===== config.mk =====
export PLATFORM = sky130hd
export DESIGN_NAME = otsu_mul
export DESIGN_NICKNAME = d
export VERILOG_FILES = /design/src/design/otsu_mul.sv
export SDC_FILE = /design/constraint.sdc
export NUM_CORES = 1
export LEC_CHECK = 0
export BUFFER_PORTS_ARGS = -buffer_cell sky130_fd_sc_hd__buf_2
export CORE_AREA = 2 2 193 195
export CTS_BUF_LIST = sky130_fd_sc_hd__clkbuf_16
export DETAILED_ROUTE_END_ITERATION = 6
export DIE_AREA = 0 0 195 197
export PLACE_DENSITY = 0.71
export SLEW_MARGIN = 10
export SYNTH_ARGS = -nofsm -noshare
export SYNTH_HDL_FRONTEND = slang
export SYNTH_SLANG_ARGS = --single-unit

===== constraint.sdc =====
create_clock -name clk -period 5.85 [get_ports clk]
set_input_delay 1.17 -clock clk [delete_from_list [all_inputs] [get_ports clk]]
set_output_delay 1.17 -clock clk [all_outputs]
set_load 0.005 [all_outputs]

===== src/design/otsu_mul.sv =====
// Shared shift-add multiplier, one multiplier bit per cycle, stops when the multiplier runs out.
module otsu_mul #(
	parameter int PW = 112,
	parameter int YW = 40
) (
	input  logic          clk,
	input  logic          arst_n,
	input  logic          go,
	input  logic [PW-1:0] x,
	input  logic [YW-1:0] y,
	output logic          done,
	output logic [PW-1:0] prod
);

	logic          run_q;
	logic [PW-1:0] x_q;
	logic [YW-1:0] y_q;
	logic [PW-1:0] acc_q;

	assign done = run_q && (y_q == '0);
	assign prod = acc_q;

	always_ff @(posedge clk or negedge arst_n) begin
		if (!arst_n) begin
			run_q <= 1'b0;
		end else if (go) begin
			run_q <= 1'b1;
		end else if (done) begin
			run_q <= 1'b0;
		end
	end

	always_ff @(posedge clk) begin
		if (go) begin
			acc_q <= '0;
			x_q   <= x;
			y_q   <= y;
		end else if (run_q && !done) begin
			if (y_q[0]) begin
				acc_q <= acc_q + x_q;
			end
			x_q <= x_q << 1;
			y_q <= y_q >> 1;
		end
	end

endmodule


==> out/metrics.yaml <==
cpMostUsedCell: "o21ai_0"
ys_warn_count: 0
dr.pass1.iters: 5
vias_per_cell: 6.01
period_share: 0.685
highest_layer: "met5"
core_um2: 36300
clk_latency_ps: 610
p_total_mw: 7.82
htreeDepth: 1
cts.sinks: 265
clk_pin_slew_ps: 60
areaGrowthSynthToFinish_pct: 14.5
avgSynthCellArea_um2: 9.18
dpl_cell_area_um2: 19400
utilization: 0.565
maxSlewHeadroom: 0.309
hold_violations: 0
grt_pass1_wl_um: 81700
n_fill_cell: 3314
cts_hold_repair.buffers: 0
regToRegStartpoint: "x_q[0]"
fin_nets: 2412
synth_cell_types: 95
min_period_ps: 4010
final_max_slew_viol_count: 0
path_buf_inv: 0
cp-end-kind: "flip-flop"
syn_area_um2: 17900
start_kind: "flip-flop"
postSynthCellCount: 1950
rows: 70
cp_slowest_cell: "a311oi_1"
grt_pass1_vias: 15151
finalSetupViolCount: 0
root_buffer: "clkbuf_16"
drv_cap: 0
power_density_nw_per_um2: 382
placed_cells: 2581
cts_buffers: 30
drcViolationCount: 0
crit_chain: "ha_1 -> fa_1 -> a21oi_1 -> o211a_1 -> o21ai_0 -> a21o_1 -> o2111a_1 -> a311oi_1 -> nor2_1 -> a41oi_1 -> o221ai_1 -> xnor2_1 -> o21ai_0"
p_leak_nw: 8.68
required_ps: 6330
final_cells: 2642
synth-main-ff-cell: "edfxtp_1"
seq_area_frac_synth: 0.382
place_ws_ps: 1840
die_w_um: 195
ioPinCount: 268
wl_met2_um: 23500
wl_met3_um: 3900
reg2reg_depth: 13
worst-r2r-setup-slack_ps: 1840
clock.fmax_ghz: 0.250
rsz0062_at_grt: "false"
grt_max_degree: 180
grt.total_usage: 0.263
critPathMaxStageDelay_ps: 510
holdWs_ps: 330
die_area_um2: 38400
hp-class: "in -> async"
final-seq-area_um2: 6830
tritoncts: "yes"
status: "finished, final reports clean"
place_congestion: 0.954
wl_met1_um: 23500
post_cts_buffers: 0
fin_skew_ps: 39.7
fin_tns_setup_ps: 0
clockBufferDepth: 3
dr_total_vias: 15869
ant_nets: 0
crit_type: "reg -> reg"
syn_nets: 2217
irDropWorstVdd_v: 0.000378
reg2reg_to: "prod[106]"
synth_edf_count: 152
detail_route.iter0.violations: 1194
wl_per_cell_um: 19.9
drt_wl_total_um: 52500
yosys_register_bits: 265
die_h_um: 197
critical_path.top_delay_family: "compound AO/OA/AOI/OAI gates"
start_util: 0.494
numPortBuffers: 267
layout_setup_ws_ps: 1840
async_flop_share: 0.00377
crit_arrival_ps: 4490
stdcell_area_um2: 20500
cts_resized: 0
crit_path_max_fanout: 5
multi_input_area_um2: 10400
tightest_slew_ps: 1040
layout-drive-gt1-share: 0.238
antenna_found_initial: 9
hpwl_um: 39400
grt_overflow: 0
-- logic make-up (layout without fill, tap and decap cells) --
kind of cell	Yosys count	count (layout)	share of synthesized area
AND/OR/NAND/NOR	604	604	0.156
AO/OA/AOI/OAI	587	587	0.208
flip-flops	265	265	0.382
multiplexers	152	152	0.0957
buffers and inverters	140	359	0.0360
adder cells (fa/ha/maj)	112	112	0.0787
XOR/XNOR	90	90	0.0440
other	0	5	0
-- metal layers --
metal,up-vias,GRT usage
met5,-,0
met4,6,0.0777
met3,92,0.0537
met2,601,0.418
met1,7523,0.362
li1,7647,-
-- final cells by class --
type / count / share of cell area
Inverter: 29 / 0.00531
Antenna cell: 5 / 0.000610
Clock inverter: 26 / 0.0164
Multi-Input combinational cell: 1545 / 0.510
Clock buffer: 30 / 0.0366
Tap cell: 468 / 0.0286
Timing Repair Buffer: 274 / 0.0695
Sequential cell: 265 / 0.333
-- synthesized netlist by cell type (10+ instances only) --
cell type	number	share of area
nor3_1	29	0.0081
nand2_1	291	0.061
a21o_1	55	0.023
xnor2_1	53	0.026
a21oi_1	246	0.069
nor2_1	105	0.022
nand4_1	59	0.021
mux2_2	150	0.094
xor2_1	37	0.018
or3_1	11	0.0038
buf_1	10	0.0021
dfxtp_1	112	0.13
inv_1	28	0.0059
and3_1	11	0.0038
nor4_1	23	0.0080
clkbuf_1	74	0.016
o21ai_1	13	0.0036
edfxtp_1	152	0.25
o211ai_1	10	0.0042
o21bai_1	26	0.011
buf_2	14	0.0039
a31oi_1	16	0.0056
o21ai_0	96	0.027
nand3_1	27	0.0075
ha_1	111	0.078
o21a_1	24	0.010
-- cell usage in the layout, fill, tap and decap left out, types with 29 or more instances in the layout --
master and instances:
a21o_1 55, a21oi_1 246, buf_2 266, clkbuf_16 30, dfxtp_1 112, edfxtp_1 152
ha_1 111, inv_1 29, mux2_2 150, nand2_1 290, nand4_1 59, nor2_1 104
nor3_1 29, o21ai_0 96, xnor2_1 53, xor2_1 37
-- worst max path at each step --
stage | from | to | depth (start not counted)
CTS | x_q[0] | prod[106] | 13
global route | x_q[0] | prod[106] | 13
detailed placement | x_q[0] | prod[106] | 13
floorplan | go | x_q[0] | 4
finish | x_q[0] | prod[106] | 13
global placement | x_q[39] | prod[102] | 12
-- state kept, by name (all words and copies together), names as in the netlist --
name	cells
x_q	112
run_q	1
y_q	40
prod	112
-- power breakdown --
group	internal, mW	switching (mW)	total [mW]
registers	2.28	0.251	2.53
clock network	1.25	0.833	2.08
logic	1.27	1.94	3.21
Power figures use the tool's default switching activity.
